<file path="src/design/socp_pkg.sv">
// ---------------------------------------------------------------------------
// socp_pkg: shared types and constants for the cone projection pipeline
// Payload structs, region codes and the fixed widths of the datapath.
// ---------------------------------------------------------------------------
package socp_pkg;

	localparam int FRAC_BITS_DEF = 16;
	localparam int DATA_W        = 32;
	localparam int MU_W          = 31;
	localparam int SQ_ROOT_W     = 32;
	localparam int SQ_REM_W      = SQ_ROOT_W + 2;
	localparam int SQ_STEPS      = 32;
	localparam int F_BITS        = 30;
	localparam int WIDE_W        = 65;

	localparam logic [DATA_W-1:0] SAT_MAX = 32'h7FFF_FFFF;

	typedef enum logic [1:0] {
		REG_BELOW  = 2'd0,
		REG_INSIDE = 2'd1,
		REG_PROJ   = 2'd2
	} region_t;

	typedef struct packed {
		logic signed [DATA_W-1:0] in_x;
		logic signed [DATA_W-1:0] in_y;
		logic signed [DATA_W-1:0] in_z;
	} vec_in_t;

	typedef struct packed {
		logic signed [DATA_W-1:0] out_x;
		logic signed [DATA_W-1:0] out_y;
		logic signed [DATA_W-1:0] out_z;
		logic [1:0]               region;
	} vec_out_t;

endpackage

</file>
<file path="src/design/socp_div_cell.sv">
// ---------------------------------------------------------------------------
// socp_div_cell: one quotient bit of a restoring divider chain
// Shifts in one numerator bit, trial subtracts the divisor, registers all.
// ---------------------------------------------------------------------------
module socp_div_cell
	import socp_pkg::*;
#(
	parameter int RW = 32,
	parameter int QW = 32,
	parameter int PW = 1
) (
	input  logic          clk,
	input  logic          arst_n,
	input  logic          en,
	input  logic          vld_in,
	input  logic          bit_in,
	input  logic [RW-1:0] rem_in,
	input  logic [RW-1:0] den_in,
	input  logic [QW-1:0] q_in,
	input  logic [PW-1:0] side_in,
	output logic          vld_out,
	output logic [RW-1:0] rem_out,
	output logic [RW-1:0] den_out,
	output logic [QW-1:0] q_out,
	output logic [PW-1:0] side_out
);

	logic [RW:0]   r2;
	logic [RW:0]   diff;
	logic          ge;
	logic          vld_q;
	logic [RW-1:0] rem_q;
	logic [RW-1:0] den_q;
	logic [QW-1:0] q_q;
	logic [PW-1:0] side_q;

	// compare shifted remainder against divisor
	always_comb begin
		r2   = {rem_in, bit_in};
		diff = r2 - {1'b0, den_in};
		ge   = (r2 >= {1'b0, den_in});
	end

	always_ff @(posedge clk or negedge arst_n) begin
		if (!arst_n) begin
			vld_q <= 1'b0;
		end else if (en) begin
			vld_q <= vld_in;
		end
	end

	// advance remainder, divisor, quotient and carried data
	always_ff @(posedge clk) begin
		if (en) begin
			rem_q  <= ge ? diff[RW-1:0] : r2[RW-1:0];
			den_q  <= den_in;
			q_q    <= {q_in[QW-2:0], ge};
			side_q <= side_in;
		end
	end

	assign vld_out  = vld_q;
	assign rem_out  = rem_q;
	assign den_out  = den_q;
	assign q_out    = q_q;
	assign side_out = side_q;

endmodule

</file>
<file path="config.mk">
export PLATFORM = sky130hd
export DESIGN_NAME = socp_div_cell
export DESIGN_NICKNAME = d
export VERILOG_FILES = /design/src/design/socp_pkg.sv /design/src/design/socp_div_cell.sv
export SDC_FILE = /design/constraint.sdc
export NUM_CORES = 1
export LEC_CHECK = 0
export BUFFER_PORTS_ARGS = -buffer_cell sky130_fd_sc_hd__buf_4
export CAP_MARGIN = 20
export CORE_MARGIN = 3
export CORE_UTILIZATION = 45
export CTS_CLUSTER_SIZE = 10
export DETAILED_ROUTE_END_ITERATION = 10
export HOLD_SLACK_MARGIN = 0.1
export PLACE_DENSITY = 0.78
export SLEW_MARGIN = 20
export SYNTH_ARGS = -nofsm -noshare
export SYNTH_HDL_FRONTEND = slang
export SYNTH_SLANG_ARGS = --single-unit
</file>
<file path="constraint.sdc">
create_clock -name clk -period 0.8 [get_ports clk]
set_input_delay 0.08 -clock clk [delete_from_list [all_inputs] [get_ports clk]]
set_output_delay 0.08 -clock clk [all_outputs]
set_load 0.02 [all_outputs]
</file>
# [Word level (Yosys, flattened, before mapping)]
# Index checks and enable logic that the tools add are counted.
[word_totals] reg_bits=98 out_inout_bits=98 word_cells=8 inputBits=102
[classes] n_lt_le_gt_ge=1 muxes=1 n_addsub=1
[ops] operator="$ge A33 B32 Y1" count=1
[ops] operator="$mux W32" count=1
[ops] operator="$sub A32 B32 Y32" count=1

# [Longest topological paths before layout]
# Gate-level depths: netlist (run 1).
[depth] word_depth=2 mapped_depth=13 mapped_depth_nobuf=12

# [Least setup slack after synthesis (run 1)]
# OpenSTA, ideal clock, no wires.
[synth_path] kind="input to register" from="in den_in[7]" to="reg rem_q[13], in the netlist rem_out[13] (data pin)" arrival_time_ns=2.589 path_slack_ns=-2.051 cell_stages=12 cell_sequence="inv_1 -> ha_1 -> buf_2 -> nand4_1 -> or4_1 -> a21oi_1 -> nor3_1 -> a211oi_2 -> o21ai_2 -> o31ai_4 -> buf_4 -> mux2_1"
[synth_between] elab_chain_cells=2
[synth_lines] element="start: declaration" line_no="socp_div_cell.sv:18" source="input logic [RW-1:0] den_in,"
[synth_lines] element="$sub A32 B32 Y32 or $ge A33 B32 Y1 (tied branches)" line_no="socp_div_cell.sv:40, socp_div_cell.sv:41"
[synth_lines] element="$mux W32 *" line_no="socp_div_cell.sv:55" source="rem_q <= ge ? diff[RW-1:0] : r2[RW-1:0];"
[synth_lines] element="end signal: assignment" line_no="socp_div_cell.sv:55"
[synth_lines] element="end: declaration" line_no="socp_div_cell.sv:32" source="logic [RW-1:0] rem_q;"
# Mark *: on every way between the ends. The rest lies on a longest branch, timed or not.
# A chain may end at the register's enable or synchronous reset.

# [Final worst setup path (run 1)]
[layout_path] from="in rem_in[13]" to="reg rem_q[21], in the netlist rem_out[21] (data pin)"
[layout_between] elab_chain_cells=2
[layout_lines] element="start: declaration" line_no="socp_div_cell.sv:17" source="input logic [RW-1:0] rem_in,"
[layout_lines] element="$sub A32 B32 Y32 or $ge A33 B32 Y1 (tied branches)" line_no="socp_div_cell.sv:40, socp_div_cell.sv:41"
[layout_lines] element="$mux W32 *" line_no="socp_div_cell.sv:55"
# Marks and branches as above.

==> out/metrics.csv, run 1 <==
stage;metric;value;unit
routing;first_iter_violations;422;
synthesis;synth_edf_count;97;
sta;finClkSkew;0;ns
clock_network;holdBufCountCts;78;
layout;register_area;2939;sq um
clock_network;cts_max_level;3;
global_route;grt_pass1_wl;29010;um
setup_path;path_common_cell;buf_6;
setup_path;reg2reg_from;vld_out$_DFFE_PN0P_;
layout;final_util;87.05;%
sta;report.final.slew_viol_count;0;
pwr;power.net_switching;5.298;mW
pwr;swShare;30.51;%
sta;rsz0062_at_grt;yes;
min_path;worstHoldStart;rem_in[6];
sta;setup_slack;-1.782;ns
layout;antenna_cells;0;
synthesis;synth_flop_cell;edfxtp_1;
synthesis;syn_avg_cell_area;11.62;sq um
layout;fillers;479;
placement;dp_hpwl;11530;um
global_route;grt_overflow;0;
sta;setup_violations;131;
min_path;hold_depth;2;
setup_path;cp_slowest_stage_delay;0.56;ns
synthesis;synth_cells;444;
min_path;hold_class;input port to register;
run_status;violations;negative setup slack;
setup_path;crit_required;0.96;ns
synthesis;syn_nets;579;
clock_network;clk_pin_slew;0.07;ns
synthesis;yosysWarnings;0;
clock_network;cts_sinks;98;
routing;vias_per_cell;5.629;
floorplanning;initial_core_util;46.77;%
routing;routedWlPerCell;22.42;um
synthesis;ys_seq_elements;98;
sta;fin_crit_sh;322.8;%
setup_path;criticalPathCategory;input port to register;
pwr;vdd_drop_max;0.001431;V
setup_path;r2r_slack;0;ns
global_route;first_global_vias;5601;
floorplanning;io_pins;200;
sta;timing.fmax;387.3;MHz
pwr;clkPwrFrac;26.1;%
setup_path;cp_max_fo;13;
sta;hold_viol;0;
global_route;grt_max_degree;51;
layout;syn2layout_area_growth;86.13;%
clock_network;root_buffer;clkbuf_16;
sta;worst_pin_slew;0.4137;ns
routing;detail-route-antenna-nets;0;
setup_path;path_cells;buf_6 > ha_4 > nand4_1 > or4_4 > a21oi_2 > nor3_2 > a211oi_2 > o21ai_2 > o31ai_4 > buf_4 > buf_6 > nor2_1 > a21oi_1;
clock_network;worst_skew_pair.late_latency;0.35;ns
clock_network;clock_path_buffers;2;
sta;period_needed;2.582;ns
global_route;grt_usage;29.26;%
floorplanning;die_x;113.1;um
floorplanning;die_h;113.1;um
clock_network;cts_tree;yes;
min_path;worst_hold_path.endpoint;rem_out[7]$_DFFE_PP_;
layout;final_nets;952;
setup_path;rr_worst_depth;1;
layout;multiInputGateArea;2385;sq um
sta;maxSlewHeadroom;72.25;%
pwr;internal-power;12.06;mW
pwr;power_frac_seq;38.3;%
global_route;antenna_found_initial;1;
setup_path;crit_path_end_kind;register;
setup_path;cp.arrival;2.74;ns
routing;vias;5415;
synthesis;synth_cell_types;49;
pwr;power.density;1808;nW/um^2
clock_network;numCtsBuffers;9;
placement;routabilityCongestion;0.9021;
layout;final_common_cell;buf_4;
routing;drc;0;
setup_path;crit_slowest_cell;or4_4;
floorplanning;rows;38;
setup_path;start_kind;input port;
synthesis;synthArstFlopShare;1.020;%
synthesis;ys_seq_area_share;56.95;%
layout;mostFrequentLayoutCells;172 x buf_4, 116 x buf_6, 97 x edfxtp_1;
routing;routed_wl;21570;um
layout;finalInstanceArea;9602;sq um
pwr;p_leak;4.198;nW
synthesis;syn_area;5159;sq um
placement;placed_area;7606;sq um
floorplanning;core;11030;sq um
layout;drive_gt1_share;48.05;%
flow_run;drv_cap;0;
floorplanning;die_area;12780;sq um
routing;drt-pass1-iter-count;4;
pwr;combinationalPowerShare;35.6;%
run_status;status;complete, but fails checks;
setup_path;timing.rr.end;vld_out$_DFFE_PN0P_;
placement;numPortBuffers;198;
power by group through the flow:
stage          combinational [mW]  sequential (mW)  clock [mW]
2_1_floorplan                1.72             7.29           0
3_3_place_gp                 4.56             6.58           0
3_5_place_dp                 4.66             6.60           0
4_1_cts                      5.41             6.60        4.45
5_1_grt                      6.47             6.70        4.75
6_report                     6.17             6.65        4.54
what timing repair did:
| item | in CTS | in global routing |
|---|---|---|
| hold endpoints to repair | 89 | 14 |
| gates resized for setup | 127 | 79 |
| buffers inserted | 4 | 7 |
| pin swaps | 5 | 21 |
| cloned | 0 | 2 |
| endpoints found under the setup margin | 131 | 132 |
cell type report:
type | count | share of cell area [%]
inverter | 38 | 1.798
sequential | 98 | 30.61
timing repair buffer | 380 | 37.82
multi-input combinational | 290 | 24.84
clock inverter | 4 | 0.5473
tap | 140 | 1.824
clock buffer | 12 | 2.567
flip-flops by register name, indices dropped and copies added (netlist names):
register  count
den_out      32
q_out        32
rem_out      32
side_out      1
vld_out       1
synth_stat cells, drive strengths merged, types with 3 or more instances:
cell type	number	area share, %
edfxtp	97	56
a21oi	56	5.4
inv	38	2.8
nor2	35	2.5
ha	32	7.8
nand2	26	1.9
o21ai	18	1.8
xnor2	15	2.5
a21o	12	1.7
xor2	12	2.0
buf	11	1.2
mux2	11	2.4
nand3	8	0.78
nand4	8	0.97
clkbuf	7	0.53
o21a	6	0.87
a31oi	5	0.61
a211oi	4	0.68
nor4	4	0.49
o211ai	4	0.58
nand2b	3	0.36
nor2b	3	0.36
o21bai	3	0.44
critical path, delay by kind of cell:
kind	cells	cell delay, ns
adder cells (fa/ha/maj)	1	0.26
AND/OR/NAND/NOR	4	0.91
AO/OA/AOI/OAI	5	1.02
buffers and inverters	3	0.48
stage by stage:
stage	hold slack [ns]	worst slack [ns]	total power [mW]	TNS, ns	instances
2_1_floorplan	-0.2156	-1.934	9.012	-60.77	444
3_3_place_gp	-0.1441	-2.126	11.14	-63.93	856
3_5_place_dp	-0.1440	-2.233	11.26	-66.52	856
4_1_cts	0.02976	-1.637	16.46	-67.22	954
5_1_grt	0.03441	-1.952	17.91	-77.38	962
6_report	0.03990	-1.782	17.36	-71.52	962
how the worst max path moves through the flow:
stage	startpoint	end	slack, ns	depth (start not counted)
floorplan	den_in[7]	rem_out[13]$_DFFE_PP_	-1.93	12
global placement	bit_in	rem_out[30]$_DFFE_PP_	-2.13	13
detailed placement	bit_in	rem_out[30]$_DFFE_PP_	-2.23	13
CTS	bit_in	rem_out[30]$_DFFE_PP_	-1.64	13
global route	den_in[11]	rem_out[21]$_DFFE_PP_	-1.95	14
finish	rem_in[13]	rem_out[21]$_DFFE_PP_	-1.78	13
cell families after synthesis:
kind of cell | count (synthesis) | share of synthesized area, %
xor+xnor | 27 | 4.584
simple gates | 99 | 9.023
buf+inv | 56 | 4.511
flops | 98 | 56.95
compound gates | 119 | 14.19
mux | 12 | 2.595
fa+ha+maj | 33 | 8.149
layer usage:
metal / track usage (%) / up-vias / part of all wire (%)
li1: - / 2385 / -
met1: 34.13 / 2587 / 36
met2: 51.50 / 362 / 52
met3: 5.401 / 79 / 7.2
met4: 14.74 / 2 / 4.8
met5: 0 / - / 0.060
Note: power is estimated with default switching activity, not from simulation.
==> run 2, diff against run 1 <==
--- a/config.mk
+++ b/config.mk
@@ -7,7 +7,6 @@
 export LEC_CHECK = 0
 export BUFFER_PORTS_ARGS = -buffer_cell sky130_fd_sc_hd__buf_4
 export CAP_MARGIN = 20
-export CORE_MARGIN = 3
 export CORE_UTILIZATION = 45
 export CTS_CLUSTER_SIZE = 10
 export DETAILED_ROUTE_END_ITERATION = 10
==> run 2 against run 1 <==
Effect of this change: the flow still finishes with violations (negative setup slack); sequential share of layout area down 0.052 points; maximum frequency grew 1.6%; first-iteration DRC count is 18% higher; largest cell class unchanged; largest power group unchanged; highest routed layer is now met4; combinational power rose by 0.6%; die area shrank 6.9%; via count increased by 3.0%; sequential power hardly changed; final area is 0.17% higher; critical endpoint unchanged; routed wire length grew 0.38%; critical path depth stayed put; count of clock-buffer cells in the layout down 1.
==> out/metrics.csv, run 2 (synthesis results as in run 1) <==
stage;metric;value;unit
sta;maxSlewHeadroom;69.84;%
layout;multiInputGateArea;2325;sq um
setup_path;crit_path_end_kind;register;
floorplanning;die_area;11900;sq um
sta;report.final.slew_viol_count;0;
global_route;grt_pass1_wl;31380;um
global_route;grt_overflow;0;
clock_network;cts_sinks;98;
sta;fin_crit_sh;317.8;%
flow_run;drv_cap;0;
sta;hold_viol;0;
floorplanning;die_x;109.1;um
pwr;vdd_drop_max;0.001575;V
layout;finalInstanceArea;9618;sq um
floorplanning;initial_core_util;46.97;%
routing;detail-route-antenna-nets;0;
setup_path;cp_max_fo;2;
floorplanning;io_pins;200;
sta;setup_violations;132;
routing;routed_wl;21650;um
layout;mostFrequentLayoutCells;198 x buf_4, 113 x buf_6, 97 x edfxtp_1;
placement;dp_hpwl;11670;um
run_status;status;complete, but fails checks;
clock_network;holdBufCountCts;78;
global_route;top_usage_layer;met2;
clock_network;worst_skew_pair.late_latency;0.36;ns
setup_path;crit_slowest_cell;xor2_1;
clock_network;numCtsBuffers;9;
sta;timing.fmax;393.3;MHz
floorplanning;core;10980;sq um
global_route;grt_usage;36.08;%
global_route;grtUsageMet3;8.368;%
layout;layoutNonFillerInstCount;981;
min_path;hold_class;input port to register;
setup_path;cp.arrival;2.64;ns
sta;setup_slack;-1.742;ns
pwr;p_leak;4.270;nW
sta;rsz0062_at_grt;yes;
routing;drt-pass1-iter-count;8;
global_route;grt_max_degree;19;
setup_path;crit_required;0.90;ns
layout;register_area;2939;sq um
placement;placed_area;7731;sq um
layout;final_common_cell;buf_4;
sta;worst_pin_slew;0.4509;ns
layout;syn2layout_area_growth;86.44;%
setup_path;path_cells;buf_4 > buf_4 > ha_1 > nor2b_1 > o21bai_2 > buf_4 > nand2_1 > a31oi_2 > o21ai_1 > a2bb2oi_1 > a21oi_1 > xor2_1 > a21oi_2;
global_route;grtUsageMet2;63.84;%
run_status;violations;negative setup slack;
clock_network;clock_path_buffers;2;
layout;antenna_cells;0;
pwr;power.density;1817;nW/um^2
clock_network;clk_pin_slew;0.07;ns
routing;routedWlPerCell;22.07;um
layout;final_nets;971;
setup_path;cp_slowest_stage_delay;0.34;ns
layout;drive_gt1_share;48.28;%
routing;vias;5579;
sta;period_needed;2.542;ns
placement;numPortBuffers;198;
placement;routabilityCongestion;0.8447;
routing;drc;0;
floorplanning;rows;38;
global_route;grt.met1_usage;39.46;%
clock_network;cts_max_level;3;
clock_network;root_buffer;clkbuf_16;
setup_path;criticalPathCategory;input port to register;
clock_network;cts_tree;yes;
floorplanning;die_h;109.1;um
placement;dp.cells;871;
global_route;antenna_found_initial;0;
layout;fillers;471;
sta;finClkSkew;0;ns
routing;vias_per_cell;5.687;
setup_path;start_kind;input port;
global_route;first_global_vias;5853;
routing;first_iter_violations;500;
setup_path;path_common_cell;buf_4;
-- run 2: timing repair --
action                                  4_1_cts  5_1_grt
gates resized for setup                     148       34
pin swaps                                    10        7
gates cloned                                  2        0
endpoints found under the hold margin        92       12
endpoints found under the setup margin      131      133
setup buffers                                12        2
-- run 2: metrics by stage --
stage	hold WS [ns]	TNS [ns]	worst slack (ns)	utilization (%)	power, mW
finish	0.03270	-71.17	-1.742	87.57	17.47
global route	0.03819	-76.30	-1.795	87.57	17.96
CTS	0.02789	-69.49	-1.666	86.26	16.76
detailed placement	-0.1442	-66.31	-2.170	70.39	11.35
global placement	-0.1451	-64.43	-2.038	70.39	11.22
floorplan	-0.2156	-60.77	-1.934	-	9.012
-- run 2: area by class of cell --
| class | count | area share, % |
|---|---|---|
| clock buffers | 11 | 2.420 |
| clock inverters | 5 | 0.6635 |
| inverters | 38 | 1.665 |
| multi-input cells | 290 | 24.17 |
| flip-flops and latches | 98 | 30.56 |
| well taps | 140 | 1.821 |
| repair buffers | 399 | 38.70 |
-- run 2: worst paths after layout --
check                               startpoint               endpoint  slack (ns)  depth (start not counted)
max in group asynchronous               arst_n    vld_out$_DFFE_PN0P_        0.12                          3
min reg2reg                vld_out$_DFFE_PN0P_    vld_out$_DFFE_PN0P_        0.63                          2
max                                  rem_in[0]  rem_out[21]$_DFFE_PP_       -1.74                         13
max reg2reg                vld_out$_DFFE_PN0P_    vld_out$_DFFE_PN0P_       -0.10                          2
min                                  rem_in[7]   rem_out[8]$_DFFE_PP_        0.03                          2
min in group asynchronous               arst_n    vld_out$_DFFE_PN0P_        0.57                          3
-- run 2: report_power, final --
part           switching [mW]  leakage (nW)  internal, mW  total, mW
registers               0.313         0.961          6.33       6.65
logic                    3.01          3.17          3.21       6.21
clock network            2.16         0.140          2.46       4.61
-- run 2: worst max-delay path, delay by kind of cell --
| kind | cells | cell delay [ns] |
|---|---|---|
| xor+xnor | 1 | 0.34 |
| buf+inv | 3 | 0.41 |
| simple gates | 2 | 0.34 |
| compound gates | 6 | 1.15 |
| fa+ha+maj | 1 | 0.31 |
-- run 2: routing by layer --
layer | up-vias | wire (um)
li1 | 2417 | -
met1 | 2644 | 7585
met2 | 401 | 10930
met3 | 117 | 1775
met4 | 0 | 1355
met5 | - | 0
